`src/hdl/ib64e_pkg.sv`:
```
// shared types, constants and the base64 alphabet function
package ib64e_pkg;

  localparam int unsigned GroupBits        = 6;
  localparam int unsigned AccW             = 5;
  localparam int unsigned CntW             = 3;
  localparam int unsigned CfgW             = 6;
  localparam int unsigned ValueW           = 32;
  localparam int unsigned SymW             = 7;
  localparam int unsigned MaxValueWidthDef = 32;
  localparam logic [CfgW-1:0] CfgReset     = 6'd8;

  // controller to datapath
  typedef struct packed {
    logic load;
    logic emit;
    logic store;
  } ib64e_cmd_t;

  // datapath to controller
  typedef struct packed {
    logic has_char;
    logic out_free;
  } ib64e_sts_t;

  // 6-bit group to ascii code of the base64 alphabet
  function automatic logic [SymW-1:0] to_symbol(input logic [GroupBits-1:0] code);
    logic [SymW-1:0] sym;
    if (code < 6'd26) begin
      sym = 7'd65 + {1'b0, code};
    end else if (code < 6'd52) begin
      sym = 7'd97 + {1'b0, code - 6'd26};
    end else if (code < 6'd62) begin
      sym = 7'd48 + {1'b0, code - 6'd52};
    end else if (code == 6'd62) begin
      sym = 7'd43;
    end else begin
      sym = 7'd47;
    end
    return sym;
  endfunction

endpackage

```
`src/hdl/int_stream_base64_encoder.sv`:
```
// top level of the integer stream base64 encoder
//
// Input beats on s_axis carry one integer in tdata; its low value_width bits
// are appended msb first to a running bit stream. tlast marks the last
// integer of a stream, which pads any kept bits with zeros to one more
// character. Output beats on m_axis carry one base64 ascii character each;
// m_axis_tlast marks the final character of a stream. A last item that
// produces no character gives no beat at all.
// The cfg channel writes value_width (reset 8) and is always ready; write it
// only while the block is idle.
// Steps: an item giving n characters (n is at most 7 here) is loaded into
// the work word, each character is then emitted in turn through the shared
// 6-bit group shifter, and the leftover bits are stored; the first character
// passes through the work word and then the output register to m_axis.
// Reset clears the leftover bits, the output valid flag and the controller.
// When the receiver stalls the output register holds its beat and the
// shifter waits; a new item is taken once the previous one is fully emitted.
module int_stream_base64_encoder #(
  parameter int unsigned MAX_VALUE_WIDTH = ib64e_pkg::MaxValueWidthDef
) (
  input  logic                         clk_i,
  input  logic                         rst_ni,
  input  logic                         s_axis_tvalid,
  output logic                         s_axis_tready,
  input  logic [31:0]                  s_axis_tdata,  // value[31:0]
  input  logic                         s_axis_tlast,
  output logic                         m_axis_tvalid,
  input  logic                         m_axis_tready,
  output logic [7:0]                   m_axis_tdata,  // symbol[6:0], zero[7]
  output logic                         m_axis_tlast,
  input  logic                         cfg_valid_i,
  output logic                         cfg_ready_o,
  input  logic [ib64e_pkg::CfgW-1:0]   cfg_data_i
);

  ib64e_pkg::ib64e_cmd_t      cmd;
  ib64e_pkg::ib64e_sts_t      sts;
  logic [ib64e_pkg::SymW-1:0] symbol;

  assign cfg_ready_o = 1'b1;

  // controller
  ib64e_ctrl u_ctrl (
    .clk_i      (clk_i),
    .rst_ni     (rst_ni),
    .in_valid_i (s_axis_tvalid),
    .in_ready_o (s_axis_tready),
    .sts_i      (sts),
    .cmd_o      (cmd)
  );

  // datapath
  ib64e_datapath #(
    .MAX_VALUE_WIDTH (MAX_VALUE_WIDTH)
  ) u_datapath (
    .clk_i        (clk_i),
    .rst_ni       (rst_ni),
    .cmd_i        (cmd),
    .sts_o        (sts),
    .value_i      (s_axis_tdata),
    .last_i       (s_axis_tlast),
    .cfg_valid_i  (cfg_valid_i),
    .cfg_data_i   (cfg_data_i),
    .out_ready_i  (m_axis_tready),
    .out_valid_o  (m_axis_tvalid),
    .out_symbol_o (symbol),
    .out_final_o  (m_axis_tlast)
  );

  assign m_axis_tdata = {1'b0, symbol};

endmodule

```
`src/hdl/ib64e_datapath.sv`:
```
// bit packing datapath: carry bits, aligned work word, output register
module ib64e_datapath #(
  parameter int unsigned MAX_VALUE_WIDTH = ib64e_pkg::MaxValueWidthDef
) (
  input  logic                         clk_i,
  input  logic                         rst_ni,
  input  ib64e_pkg::ib64e_cmd_t        cmd_i,
  output ib64e_pkg::ib64e_sts_t        sts_o,
  input  logic [ib64e_pkg::ValueW-1:0] value_i,
  input  logic                         last_i,
  input  logic                         cfg_valid_i,
  input  logic [ib64e_pkg::CfgW-1:0]   cfg_data_i,
  input  logic                         out_ready_i,
  output logic                         out_valid_o,
  output logic [ib64e_pkg::SymW-1:0]   out_symbol_o,
  output logic                         out_final_o
);

  localparam int unsigned MaxW = MAX_VALUE_WIDTH;
  localparam int unsigned TW   = MaxW + ib64e_pkg::AccW;
  localparam int unsigned RW   = $clog2(TW + 1);
  localparam int unsigned WW   = $clog2(MaxW + 1);
  localparam int unsigned G    = ib64e_pkg::GroupBits;

  logic [ib64e_pkg::CfgW-1:0] cfg_q;
  logic [ib64e_pkg::AccW-1:0] acc_q, acc_d;
  logic [ib64e_pkg::CntW-1:0] bc_q, bc_d;
  logic [TW-1:0]              work_q, work_d;
  logic [RW-1:0]              rem_q, rem_d;
  logic                       last_q, last_d;
  logic                       out_valid_q, out_valid_d;
  logic [ib64e_pkg::SymW-1:0] out_sym_q, out_sym_d;
  logic                       out_fin_q, out_fin_d;

  logic [WW-1:0]   w_eff;
  logic [MaxW-1:0] val_ext, val_mask;
  logic [TW-1:0]   joined;
  logic [RW-1:0]   tot_bits;
  logic [RW-1:0]   sh_amt;
  logic [G-1:0]    top_grp;
  logic            rem_ge_g;

  // effective width, clipped to the parameter
  always_comb begin
    if (int'(cfg_q) > int'(MaxW)) begin
      w_eff = WW'(MaxW);
    end else begin
      w_eff = WW'(cfg_q);
    end
  end

  // value bits beyond the port read as zero
  assign val_ext = MaxW'({{MaxW{1'b0}}, value_i});

  // carried bits directly above the selected value bits, then left aligned
  always_comb begin
    val_mask = val_ext & ~({MaxW{1'b1}} << w_eff);
    joined   = (TW'(acc_q) << w_eff) | TW'(val_mask);
    tot_bits = RW'(bc_q) + RW'(w_eff);
    sh_amt   = RW'(TW) - tot_bits;
  end

  assign top_grp  = work_q[TW-1 -: G];
  assign rem_ge_g = (rem_q >= RW'(G));

  assign sts_o.has_char = rem_ge_g || (last_q && (rem_q != '0));
  assign sts_o.out_free = !out_valid_q || out_ready_i;

  // next state of the work word and the carry
  always_comb begin
    work_d      = work_q;
    rem_d       = rem_q;
    last_d      = last_q;
    acc_d       = acc_q;
    bc_d        = bc_q;
    out_valid_d = out_valid_q && !out_ready_i;
    out_sym_d   = out_sym_q;
    out_fin_d   = out_fin_q;
    if (cmd_i.load) begin
      work_d = joined << sh_amt;
      rem_d  = tot_bits;
      last_d = last_i;
    end else if (cmd_i.emit) begin
      work_d      = work_q << G;
      rem_d       = rem_ge_g ? (rem_q - RW'(G)) : '0;
      out_valid_d = 1'b1;
      out_sym_d   = ib64e_pkg::to_symbol(top_grp);
      out_fin_d   = last_q && (rem_q <= RW'(G));
    end else if (cmd_i.store) begin
      if (last_q) begin
        acc_d = '0;
        bc_d  = '0;
      end else begin
        acc_d = ib64e_pkg::AccW'(top_grp >> (3'd6 - rem_q[ib64e_pkg::CntW-1:0]));
        bc_d  = rem_q[ib64e_pkg::CntW-1:0];
      end
    end
  end

  // control state
  always_ff @(posedge clk_i or negedge rst_ni) begin
    if (!rst_ni) begin
      cfg_q       <= ib64e_pkg::CfgReset;
      acc_q       <= '0;
      bc_q        <= '0;
      rem_q       <= '0;
      last_q      <= 1'b0;
      out_valid_q <= 1'b0;
    end else begin
      if (cfg_valid_i) begin
        cfg_q <= cfg_data_i;
      end
      acc_q       <= acc_d;
      bc_q        <= bc_d;
      rem_q       <= rem_d;
      last_q      <= last_d;
      out_valid_q <= out_valid_d;
    end
  end

  // payload registers
  always_ff @(posedge clk_i) begin
    work_q    <= work_d;
    out_sym_q <= out_sym_d;
    out_fin_q <= out_fin_d;
  end

  assign out_valid_o  = out_valid_q;
  assign out_symbol_o = out_sym_q;
  assign out_final_o  = out_fin_q;

endmodule

```
`src/hdl/ib64e_ctrl.sv`:
```
// controller: load an item, emit its characters, store leftover bits
module ib64e_ctrl (
  input  logic                  clk_i,
  input  logic                  rst_ni,
  input  logic                  in_valid_i,
  output logic                  in_ready_o,
  input  ib64e_pkg::ib64e_sts_t sts_i,
  output ib64e_pkg::ib64e_cmd_t cmd_o
);

  localparam logic StIdle = 1'b0;
  localparam logic StRun  = 1'b1;

  logic state_q, state_d;

  // next state and commands
  always_comb begin
    state_d    = state_q;
    cmd_o      = '0;
    in_ready_o = 1'b0;
    unique case (state_q)
      StIdle: begin
        in_ready_o = 1'b1;
        if (in_valid_i) begin
          cmd_o.load = 1'b1;
          state_d    = StRun;
        end
      end
      StRun: begin
        if (sts_i.has_char) begin
          cmd_o.emit = sts_i.out_free;
        end else begin
          cmd_o.store = 1'b1;
          state_d     = StIdle;
        end
      end
      default: state_d = StIdle;
    endcase
  end

  // state register
  always_ff @(posedge clk_i or negedge rst_ni) begin
    if (!rst_ni) begin
      state_q <= StIdle;
    end else begin
      state_q <= state_d;
    end
  end

endmodule

```
`config.mk`:
```
export PLATFORM = sky130hd
export DESIGN_NAME = int_stream_base64_encoder
export DESIGN_NICKNAME = d
export VERILOG_FILES = /design/src/hdl/ib64e_pkg.sv /design/src/hdl/int_stream_base64_encoder.sv /design/src/hdl/ib64e_datapath.sv /design/src/hdl/ib64e_ctrl.sv
export SDC_FILE = /design/constraint.sdc
export NUM_CORES = 1
export LEC_CHECK = 0
export BUFFER_PORTS_ARGS = -buffer_cell sky130_fd_sc_hd__buf_4
export CAP_MARGIN = 20
export CORE_ASPECT_RATIO = 1.25
export CORE_MARGIN = 2
export CORE_UTILIZATION = 30
export DETAILED_ROUTE_END_ITERATION = 7
export GPL_TIMING_DRIVEN = 1
export PLACE_DENSITY = 0.56
export SLEW_MARGIN = 20
export SYNTH_ARGS = -nofsm -noshare
export SYNTH_HDL_FRONTEND = slang
export SYNTH_SLANG_ARGS = --single-unit
```
`constraint.sdc`:
```
create_clock -name clk_i -period 8.95 [get_ports clk_i]
set_clock_uncertainty 0.15 [all_clocks]
set_input_delay 0 -clock clk_i [delete_from_list [all_inputs] [get_ports clk_i]]
set_output_delay 0 -clock clk_i [all_outputs]
set_load 0.05 [all_outputs]
```
# == After elaboration in Yosys (flattened, before gate mapping) ==
# Index checks and enable logic that the tools add are counted.
# word_totals
ff_bits,68
latchBits,0
mem_bits_rw,0
mem_bits_ro,0
inputBits,44
output_inout_bits,12
memories,0
# op_classes
add_sub_neg,9
mul,0
div,0
order_cmp,6
n_eq_ne,1
n_shift,4
n_mux,22
n_bitwise,6
n_reduce_logical,11
# op_table
cell,n
$mux 37,2
$or 37x32->37,1
$shl 37x6->37,1
$shl 5x6->37,1
$and 32x32->32,1
$not 32->32,1
$shl 32x6->32 const A,1
$mux 6,4
$mux 7,3
$add 7x6->7 const A,2
$lt 6x6->1 const B,2
$mux 1,8
$add 6x6->7 const A,1
$add 3x6->6,1
$eq 6x6->1 const B,1
$ge 6x3->1 const B,1
$gt 6x6->1 const B,1
$le 6x3->1 const B,1
$lt 6x5->1 const B,1
$mux 3,2
$reduce_bool 6->1,1
$shr 6x3->5,1
$sub 6x3->6 const B,1
$sub 6x5->6 const B,1
13 further kinds,19

# == Depth between registers and ports, before layout ==
# Gate-level depths: netlist of the first run.
# depth
depth_word,8
ltp_mapped,19
ltp_nobuf,14

# == By module ==
# A second synthesis of the first run with hierarchy kept.
# hier_totals
cells_unflattened,904
hier_area_um2,7646.1
# by_module_without_submodules
module,instances,cells_each,area_each_um2
ib64e_datapath,1,894,7559.8
ib64e_ctrl,1,6,63.8
int_stream_base64_encoder,1,4,22.5

# == Least setup slack after synthesis of the first run ==
# No wires, ideal clock.
# synth_path
kind,register -> register
from,reg u_datapath.cfg_q[5] (netlist bit)
to,reg u_datapath.work_q[31] (data pin)
setup_time_ns,0.265
arrival_ns,4.154
path_slack_ns,4.380
path_stages_with_launch,18
path_buffers,8
period_less_slack_ns,4.570
cell_sequence,dfrtp_1 > buf_6 > buf_2 > buf_2 > buf_2 > buf_2 > buf_2 > nor2b_1 > fa_1 > xor2_1 > ha_1 > clkinv_1 > buf_1 > buf_1 > mux4_2 > a21oi_1 > o21ai_0 > or3_1
# synth_between
elab_chain_cells,8
elab_cells_between_ends,11
# synth_lines
element,line,source
"start, declared",ib64e_datapath.sv:25,logic [ib64e_pkg::CfgW-1:0] cfg_q;
"start signal, assigned",ib64e_datapath.sv:103,cfg_q <= ib64e_pkg::CfgReset;
"start signal, assigned",ib64e_datapath.sv:111,cfg_q <= cfg_data_i;
$gt 6x6->1,ib64e_datapath.sv:45,if (int'(cfg_q) > int'(MaxW)) begin
$mux 6 *,ib64e_datapath.sv:45,
branches (longest 4 deep; another with $add 3x6->6),-,
$shl 37x6->37 *,ib64e_datapath.sv:80,work_d = joined << sh_amt;
$mux 37 *,ib64e_datapath.sv:79,if (cmd_i.load) begin
net u_datapath.work_d[31],ib64e_datapath.sv:28,"logic [TW-1:0] work_q, work_d;"
"end signal, assigned",ib64e_datapath.sv:123,work_q <= work_d;
"end, declared",ib64e_datapath.sv:28,
# Mark *: on every way through the listed nets, which the timed path passes.
# A chain may end at the register's enable or synchronous reset.

# == Final worst setup path of the first run ==
# layout_path
from,reg u_datapath.cfg_q[5] (netlist bit)
to,reg u_datapath.work_q[26] (data pin)
# The elaborated chain is that of the path after synthesis.

==> results.toml, run 1 <==
[timing]
finalCriticalPeriod_ns = 6.059
tightest_slew_ns = 0.8875
setup_viol = 0
min_period_over_period_pct = 67.69
grt_setup_unrepaired = "no"
max_freq_mhz = 165.1
relSlewSlack_pct = 40.70
timing.setup.tns_ns = 0
maxSlewViolCount = 0
hold_viol = 0

[layout]
fillCellCount = 2672
layout.nets = 993
area_growth_pct = 13.18
drive_gt1_share_pct = 14.33
layout_common_cells = "112 x nand2_1, 71 x buf_4, 70 x nor2_1"
layout_commonest_cell = "nand2_1"
n_antenna_cell = 0
design_area_mm2 = 0.008464
layoutNonFillerInstCount = 1265

[worst_setup_path]
setup.worst_path.class = "flop to flop"
startpoint_type = "flop"
critPathCaptureType = "flop"
r2r-start = "u_datapath.cfg_q[5]$_DFFE_PN0P_"
path_delay_family = "buffers and inverters"
cp.depth = 15
r2r_setup_slack_ns = 2.89
startpoint = "u_datapath.cfg_q[5]$_DFFE_PN0P_"
crit_top_cell = "buf_4"
cp_max_fo = 64
r2r_cells = 15
crit_end = "u_datapath.work_q[26]$_DFFE_PP_"
critPathSlowestCell = "clkinv_1"
path_cells = "buf_4, nand2b_1, inv_1, ha_1, fa_2, buf_4, ha_1, buf_4, clkinv_1, nand2_1, nor3_1, nor3_1, mux2i_1, a211o_1, nand3_1"
rr_endpoint = "u_datapath.work_q[26]$_DFFE_PP_"
crit_arrival_ns = 6.12
cp_num_buf_inv = 5
cpPeakStageDelay_ns = 0.78
critPathRequiredTime_ns = 9.02

[cts]
cts_tree = "done"
clock_sinks = 68
clk_pin_slew_ns = 0.06
cts-hold-fix-buffers = 12
clock_path_buffers = 2
clkLatencyLatePin_ns = 0.36
h-tree-depth = 3
cts-buffers-inserted = 9
post-cts-setup-buffer-count = 0
cts_resized = 0
clockRootBuffer = "clkbuf_16"

[placed_design]
globalplace.congestion = 0.9742
port_buffers = 53
hpwl_mm = 20.01
dp_cells = 1237
placed_cell_area_mm2 = 0.008020

[route]
drtIter0Drc = 928
drc_errors = 0
vias = 7713
firstDrtPassIters = 7
ant_nets = 0
routed_wl_mm = 27.19
post_drt_wl_per_cell_um = 21.49
vias_per_cell = 6.097

[logic_synthesis]
syn_area_mm2 = 0.007478
synthCells = 920
synth_ff_type = "edfxtp_1"
synth_compound_area_share_pct = 29.83
synth-seq-area-share_pct = 25.78
synth_cell_types = 94
synthArstFlopShare_pct = 33.82
synth_nets = 983
synthMuxAreaShare_pct = 9.553
synth_xor_area_share_pct = 2.175
synthTopCellsByArea = "edfxtp_1 18%, dfrtp_1 7.4%, nand2_1 5.6%"
ys_seq_elements = 68
yosysWarnings = 0
synth_edf_count = 45
synth_top_area_cell = "edfxtp_1"
synth-adder-area-share_pct = 3.279
yosysTopAreaCellShare_pct = 18.07
avgSynthCellArea_um2 = 8.129
synth_top_family_by_area = "compound AO/OA/AOI/OAI gates"
yosys.area_share.simple_pct = 22.72

[floorplan]
die_h_um = 180.5
core-area_mm2 = 0.02450
top_level_ports = 56
die_w_um = 145.2
design.die.area_mm2 = 0.02621
initial_core_util_pct = 30.52
std_cell_rows = 64

[power_and_ir_drop]
seqPwrFrac_pct = 19.8
ir_drop_v = 0.0001316
p_switching_uw = 1900
combPwrFrac_pct = 69.4
intPower_uw = 1700
switching_share_pct = 52.77
p_leak_uw = 0.003187
clockPowerShare_pct = 10.8
totalPowerFinal_uw = 3600
power.density_mw_per_mm2 = 425.3

[global_route]
grt-ovfl-total = 0
grt_pass1_vias = 7322
antenna_found_initial = 0
grt_max_degree = 65
grt_use_total_pct = 20.55
grt_pass1_wl_mm = 42.77

[run_status]
status = "complete, no violations"

[worst_hold_path]
worstHoldPathType = "input port to flop"

[run]
maxCapViolCount = 0
-- power groups by stage --
stage	clock network (µW)	logic, µW	registers (µW)
after floorplan	0	1790	702
after global placement	0	2430	718
after detailed placement	0	2430	716
after CTS	399	2450	714
after global routing	408	2720	733
final	387	2500	714
-- routing by layer --
metal | share of wire [%] | track usage (%) | vias up
met5 | 0 | 0 | -
met4 | 5.3 | 11.45 | 0
met3 | 5.6 | 3.443 | 80
met2 | 47 | 33.00 | 333
met1 | 42 | 26.22 | 3725
li1 | - | - | 3575
-- cells by family (layout without fill, tap and decap cells) --
kind of cell,count (synthesis),after routing
AOI/OAI and AO/OA,315,315
xor gates and xnor gates,17,17
adders and majority gates,19,19
buffers and inverters,104,119
DFF,68,68
muxes,57,57
other,2,2
and+or+nand+nor,338,338
-- worst min path at each step --
stage                        startpoint                               to  slack (ns)  cells after the start
final                     s_axis_tvalid         u_ctrl.state_q$_DFF_PN0_        0.02                      4
after global routing      s_axis_tvalid    u_datapath.last_q$_DFFE_PN0P_        0.07                      4
after CTS                 s_axis_tvalid         u_ctrl.state_q$_DFF_PN0_       0.005                      4
after detailed placement         rst_ni  u_datapath.cfg_q[0]$_DFFE_PN0P_       -0.23                      1
after global placement           rst_ni  u_datapath.cfg_q[0]$_DFFE_PN0P_       -0.23                      1
after floorplan                  rst_ni         u_ctrl.state_q$_DFF_PN0_       -0.45                      0
-- state kept, by name, indices dropped and copies added (netlist names) --
signal / count
u_ctrl.state_q: 1
u_datapath.rem_q: 6
u_datapath.work_q: 37
u_datapath.bc_q: 3
u_datapath.out_valid_o: 1
u_datapath.out_final_o: 1
u_datapath.out_symbol_o: 7
u_datapath.acc_q: 5
u_datapath.cfg_q: 6
u_datapath.last_q: 1
-- worst reg2reg max path: cells and delay by family, from the launching register on --
kind | cells | cell delay, ns
simple gates | 5 | 1.54
flops | 1 | 0.33
fa+ha+maj | 3 | 1.03
compound gates | 1 | 0.34
mux | 1 | 0.26
buf+inv | 5 | 2.25
-- per-stage QoR --
step | hold WS (ns) | util (%) | setup slack [ns]
5_1_grt | 0.07344 | 34.54 | 2.458
3_5_place_dp | -0.2291 | 32.73 | 3.070
3_3_place_gp | -0.2281 | 32.73 | 3.173
6_report | 0.01778 | 34.54 | 2.891
2_1_floorplan | -0.4456 | - | 4.380
4_1_cts | 0.004872 | 34.56 | 3.071
-- area by class of cell --
| cell class | instances | area (µm²) | area share (%) |
|---|---|---|---|
| Inverter | 20 | 75.07 | 0.8869 |
| Multi-Input combinational cell | 748 | 5070 | 59.90 |
| Sequential cell | 68 | 1929 | 22.79 |
| Tap cell | 330 | 412.9 | 4.878 |
| Timing Repair Buffer | 83 | 648.1 | 7.657 |
| Clock buffer | 15 | 321.6 | 3.799 |
| Clock inverter | 1 | 7.507 | 0.08869 |
-- cells in the mapped netlist, drive strengths merged (15+ instances only) --
library cell  number
nand2            112
inv               17
clkbuf            45
buf               39
mux2              15
nand3             28
o21ai             64
dfrtp             22
mux2i             32
o22ai             17
edfxtp            45
a21oi             45
a211oi            17
ha                18
nor3              28
nor2              71
o211ai            21
(Power assumes the default switching activity.)
==> run 2: changes to the inputs <==
Clock period 8.95 ns to 5.6 ns, I/O delays scaled along.
==> run 2 against run 1 <==
Against the previous run:
- clock power rose by 52%
- non-clock buffer count grew 3
- sequential share of layout area about the same
- wire length fell by 0.65%
- critical endpoint is now u_datapath.work_q[25]$_DFFE_PP_
- die area unchanged
- largest cell class unchanged
- largest power group unchanged
- count of clock-buffer cells in the layout down 5
- total power rose by 59%
- sequential cell count unchanged
- worst hold slack better by 0.018 ns
- via count decreased by 0.18%
==> results.toml, run 2 (synthesis gave the netlist of run 1 again) <==
[route]
routed_wl_mm = 27.01
drc_errors = 0
post_drt_wl_per_cell_um = 21.30
vias = 7699
drtIter0Drc = 884
vias_per_cell = 6.072
ant_nets = 0
firstDrtPassIters = 6

[timing]
maxSlewViolCount = 0
max_freq_mhz = 209.8
min_period_over_period_pct = 85.13
finalCriticalPeriod_ns = 4.767
hold_viol = 0
setup_viol = 0
grt_setup_unrepaired = "no"
timing.setup.tns_ns = 0
relSlewSlack_pct = 29.78
tightest_slew_ns = 1.051

[worst_setup_path]
critPathRequiredTime_ns = 5.63
rr_endpoint = "u_datapath.work_q[25]$_DFFE_PP_"
setup.worst_path.class = "flop to flop"
r2r_cells = 13
cp_max_fo = 24
critPathSlowestCell = "dfrtp_2"
cpPeakStageDelay_ns = 0.65
critPathCaptureType = "flop"
r2r-start = "u_datapath.cfg_q[5]$_DFFE_PN0P_"
startpoint_type = "flop"
path_cells = "nand2b_1, inv_1, ha_1, fa_2, xor2_1, ha_1, a2111oi_0, o22ai_1, nor2_1, nand2_1, nor2_1, a22oi_1, o211ai_1"
r2r_setup_slack_ns = 0.83
crit_arrival_ns = 4.80

[floorplan]
std_cell_rows = 64
design.die.area_mm2 = 0.02621
top_level_ports = 56
core-area_mm2 = 0.02450
die_h_um = 180.5
initial_core_util_pct = 30.52
die_w_um = 145.2

[power_and_ir_drop]
power.density_mw_per_mm2 = 677.5
ir_drop_v = 0.0002508
p_leak_uw = 0.003192

[layout]
area_growth_pct = 13.12
register_area_mm2 = 0.001929
largest_register = "u_datapath.work_q"
n_antenna_cell = 0
drive_gt1_share_pct = 14.82
layout.nets = 996
layout_common_cells = "112 x nand2_1, 74 x buf_4, 70 x nor2_1"
design_area_mm2 = 0.008459
fillCellCount = 2658
layout_commonest_cell = "nand2_1"
multi_input_area_mm2 = 0.005070
final_util_pct = 34.52
largest_reg_flops = 37

[worst_hold_path]
worstHoldPathType = "input port to flop"
min_to = "u_datapath.last_q$_DFFE_PN0P_"
hold_start = "s_axis_tvalid"
hold_depth = 3

[placed_design]
port_buffers = 53
placed_cell_area_mm2 = 0.008043
globalplace.congestion = 0.9393
hpwl_mm = 20.24

[run]
maxCapViolCount = 0

[cts]
clockRootBuffer = "clkbuf_16"
clk_pin_slew_ns = 0.07
clock_sinks = 68
cts_tree = "done"
clock_path_buffers = 2
h-tree-depth = 3
post-cts-setup-buffer-count = 0
clkLatencyLatePin_ns = 0.35
cts-buffers-inserted = 9

[global_route]
grt_max_degree = 53
grt_pass1_wl_mm = 42.25
antenna_found_initial = 0
grt_use_total_pct = 20.24
grt_pass1_vias = 7181
grt-ovfl-total = 0

[run_status]
status = "complete, no violations"
## run 2: layout make-up
cell class | instances | share of cell area [%]
Multi-Input combinational cell | 748 | 59.93
Sequential cell | 68 | 22.81
Clock buffer | 10 | 2.958
Tap cell | 330 | 4.881
Timing Repair Buffer | 86 | 7.928
Clock inverter | 6 | 0.6064
Inverter | 20 | 0.8874
## run 2: worst max path at each step
stage | startpoint | to | slack [ns] | cells after the start
final | u_datapath.cfg_q[5]$_DFFE_PN0P_ | u_datapath.work_q[25]$_DFFE_PP_ | 0.83 | 13
after global routing | u_datapath.cfg_q[5]$_DFFE_PN0P_ | u_datapath.work_q[25]$_DFFE_PP_ | 0.49 | 13
after CTS | u_datapath.cfg_q[5]$_DFFE_PN0P_ | u_datapath.work_q[25]$_DFFE_PP_ | 0.93 | 13
after detailed placement | u_datapath.cfg_q[5]$_DFFE_PN0P_ | u_datapath.work_q[25]$_DFFE_PP_ | 0.97 | 13
after global placement | u_datapath.cfg_q[5]$_DFFE_PN0P_ | u_datapath.work_q[25]$_DFFE_PP_ | 0.98 | 13
after floorplan | u_datapath.cfg_q[5]$_DFFE_PN0P_ | u_datapath.work_q[31]$_DFFE_PP_ | 1.03 | 17
## run 2: worst max-delay path, delay by kind of cell (launching register included)
family                   cells  cell delay (ns)
XOR/XNOR                     1             0.20
flip-flops                   1             0.65
AND/OR/NAND/NOR              4             1.58
AO/OA/AOI/OAI                4             1.00
buffers and inverters        1             0.12
adder cells (fa/ha/maj)      3             0.91
## run 2: routing by layer
layer | part of all wire (%) | vias up | wire length (µm) | global-route usage (%)
li1 | - | 3580 | - | -
met1 | 42 | 3683 | 11280 | 25.92
met2 | 48 | 363 | 12990 | 33.76
met3 | 5.2 | 73 | 1404 | 2.506
met4 | 5.0 | 0 | 1337 | 9.804
met5 | 0 | - | 0 | 0
## run 2: power breakdown
part	switching (µW)	internal [µW]	leakage, µW
clock network	254	335	0.000147
logic	2560	1440	0.00231
registers	243	899	0.000732
total	3060	2670	0.00319
## run 2: metrics by stage
stage,worst slack [ns],hold slack [ns],instances,total power (µW)
5_1_grt,0.4910,0.06888,1268,6119
3_3_place_gp,0.9760,-0.2260,1240,5047
6_report,0.8328,0.03584,1268,5731
4_1_cts,0.9307,0.03516,1268,5665
3_5_place_dp,0.9686,-0.2273,1240,5049
2_1_floorplan,1.030,-0.4456,920,3975
## run 2: repair_timing
item                                   in CTS  in global routing
endpoints found under the hold margin      31                  0
gates resized for setup                     0                  0
hold buffers                               12                  0
==> run 3: changes to the inputs <==
Settings changed: CORE_ASPECT_RATIO 1.25 to 1.1.
==> run 3 against run 2 <==
Against the previous run:
- register-to-register slack gained 0.05 ns
- final cell count fell by 1.0%
- sequential power barely moved
- fmax grew 1.1%
- worst hold slack better by 0.021 ns
- clock power down 3.7%
- combinational power hardly changed
- core utilization is 0.16 points higher
- sequential cell count did not move
- critical path depth stayed put
- wire length decreased by 1.4%
- via count down 0.79%
==> results.toml, run 3 (synthesis gave the netlist of run 1 again) <==
[floorplan]
core-area_mm2 = 0.02447
std_cell_rows = 60
design.die.area_mm2 = 0.02621
die_w_um = 154.5
initial_core_util_pct = 30.56
top_level_ports = 56
die_h_um = 169.6

[worst_setup_path]
critPathSlowestCell = "nor2_1"
path_cells = "nand2b_1, inv_1, ha_1, fa_2, xor2_1, ha_1, a2111oi_0, o22ai_1, nor2_1, nand2_1, nor2_1, o21ai_0, nand4_1"
critPathRequiredTime_ns = 5.65
r2r_setup_slack_ns = 0.88
cpPeakStageDelay_ns = 0.62
cp_max_fo = 15
crit_arrival_ns = 4.77
critPathCaptureType = "flop"
setup.worst_path.class = "flop to flop"
startpoint_type = "flop"

[layout]
register_area_mm2 = 0.001929
layout.nets = 1003
layout_commonest_cell = "nand2_1"
largest_register = "u_datapath.work_q"
design_area_mm2 = 0.008489
layout_common_cells = "112 x nand2_1, 75 x buf_4, 70 x nor2_1"
fillCellCount = 2607
area_growth_pct = 13.52
drive_gt1_share_pct = 14.39
largest_reg_flops = 37
n_antenna_cell = 0
multi_input_area_mm2 = 0.005070
layoutNonFillerInstCount = 1255

[cts]
clock_path_buffers = 2
cts_tree = "done"
cts-buffers-inserted = 9
clockRootBuffer = "clkbuf_16"
h-tree-depth = 3
clock_sinks = 68
clk_pin_slew_ns = 0.06
clkLatencyLatePin_ns = 0.34
post-cts-setup-buffer-count = 0

[timing]
grt_setup_unrepaired = "no"
finalCriticalPeriod_ns = 4.717
relSlewSlack_pct = 33.69
max_freq_mhz = 212.0
hold_viol = 0
timing.final.ws_setup_ns = 0.8828
timing.setup.tns_ns = 0
min_period_over_period_pct = 84.24
setup_viol = 0
tightest_slew_ns = 0.9925
maxSlewViolCount = 0

[power_and_ir_drop]
totalPowerFinal_uw = 5729
ir_drop_v = 0.0002715
power.density_mw_per_mm2 = 674.8
p_leak_uw = 0.003214

[route]
vias_per_cell = 6.086
wl_met2_mm = 11.91
ant_nets = 0
highest_layer = "met4"
post_drt_wl_per_cell_um = 21.23
firstDrtPassIters = 6
drtIter0Drc = 811
drc_errors = 0
vias = 7638
route.met3.wl_mm = 1.933
routed_wl_mm = 26.64
drt-met1-wl_mm = 11.89

[run_status]
status = "complete, no violations"

[placed_design]
port_buffers = 53
place_ws_ns = 0.9798
globalplace.congestion = 0.9843
placed_cell_area_mm2 = 0.008025
hpwl_mm = 20.04
dp_cells = 1221

[global_route]
grt_pass1_wl_mm = 41.77
grt_pass1_vias = 7212
grt-ovfl-total = 0
grt_max_degree = 54
grt_use_total_pct = 20.21
antenna_found_initial = 0

[worst_hold_path]
worstHoldPathType = "input port to flop"

[run]
maxCapViolCount = 0
==> run 3: worst max-delay path, delay by kind of cell, from the launching register on <==
| family | cells | cell delay [ns] |
|---|---|---|
| AOI/OAI and AO/OA | 3 | 0.93 |
| xor gates and xnor gates | 1 | 0.20 |
| adders and majority gates | 3 | 0.89 |
| buffers and inverters | 1 | 0.11 |
| DFF | 1 | 0.50 |
| and+or+nand+nor | 5 | 1.78 |
==> run 3: worst paths after layout <==
path                                                          from                               to  cells past startpoint
worst min register to register  u_datapath.work_q[0]$_SDFFCE_PN0P_   u_datapath.work_q[6]$_DFFE_PP_                      2
min in group asynchronous                                   rst_ni  u_datapath.cfg_q[3]$_DFFE_PN1P_                      3
worst max-delay path               u_datapath.cfg_q[5]$_DFFE_PN0P_  u_datapath.work_q[34]$_DFFE_PP_                     13
worst min-delay path                                 s_axis_tvalid         u_ctrl.state_q$_DFF_PN0_                      4
max in group asynchronous                                   rst_ni  u_datapath.cfg_q[5]$_DFFE_PN0P_                      4
worst max register to register     u_datapath.cfg_q[5]$_DFFE_PN0P_  u_datapath.work_q[34]$_DFFE_PP_                     13
==> run 3: layout make-up <==
cell class	count	share of cell area, %
multi-input combinational	748	59.72
sequential	68	22.73
timing repair buffer	93	8.696
tap	310	4.569
clock buffer	13	2.948
inverter	20	0.8843
clock inverter	3	0.4569
==> run 3: metal layers <==
metal / up-vias / GRT usage [%]
met5: - / 0
met4: 0 / 8.454
met3: 57 / 3.115
met2: 363 / 31.46
met1: 3636 / 27.93
li1: 3582 / -
==> run 3: power breakdown <==
part / internal, µW / total, µW / switching [µW]
clock: 355 / 568 / 213
sequential: 899 / 1130 / 236
combinational: 1450 / 4030 / 2580
total: 2700 / 5730 / 3030
==> run 3: per-stage QoR <==
stage	hold WS, ns	util (%)
2_1_floorplan	-0.4456	-
3_3_place_gp	-0.2307	32.79
3_5_place_dp	-0.2332	32.79
4_1_cts	0.05142	34.71
5_1_grt	0.1162	34.69
6_report	0.05674	34.69
==> run 3: what timing repair did <==
action | 4_1_cts | 5_1_grt
hold endpoints to repair | 31 | 0
hold buffers | 18 | 0
resized for setup | 0 | 0
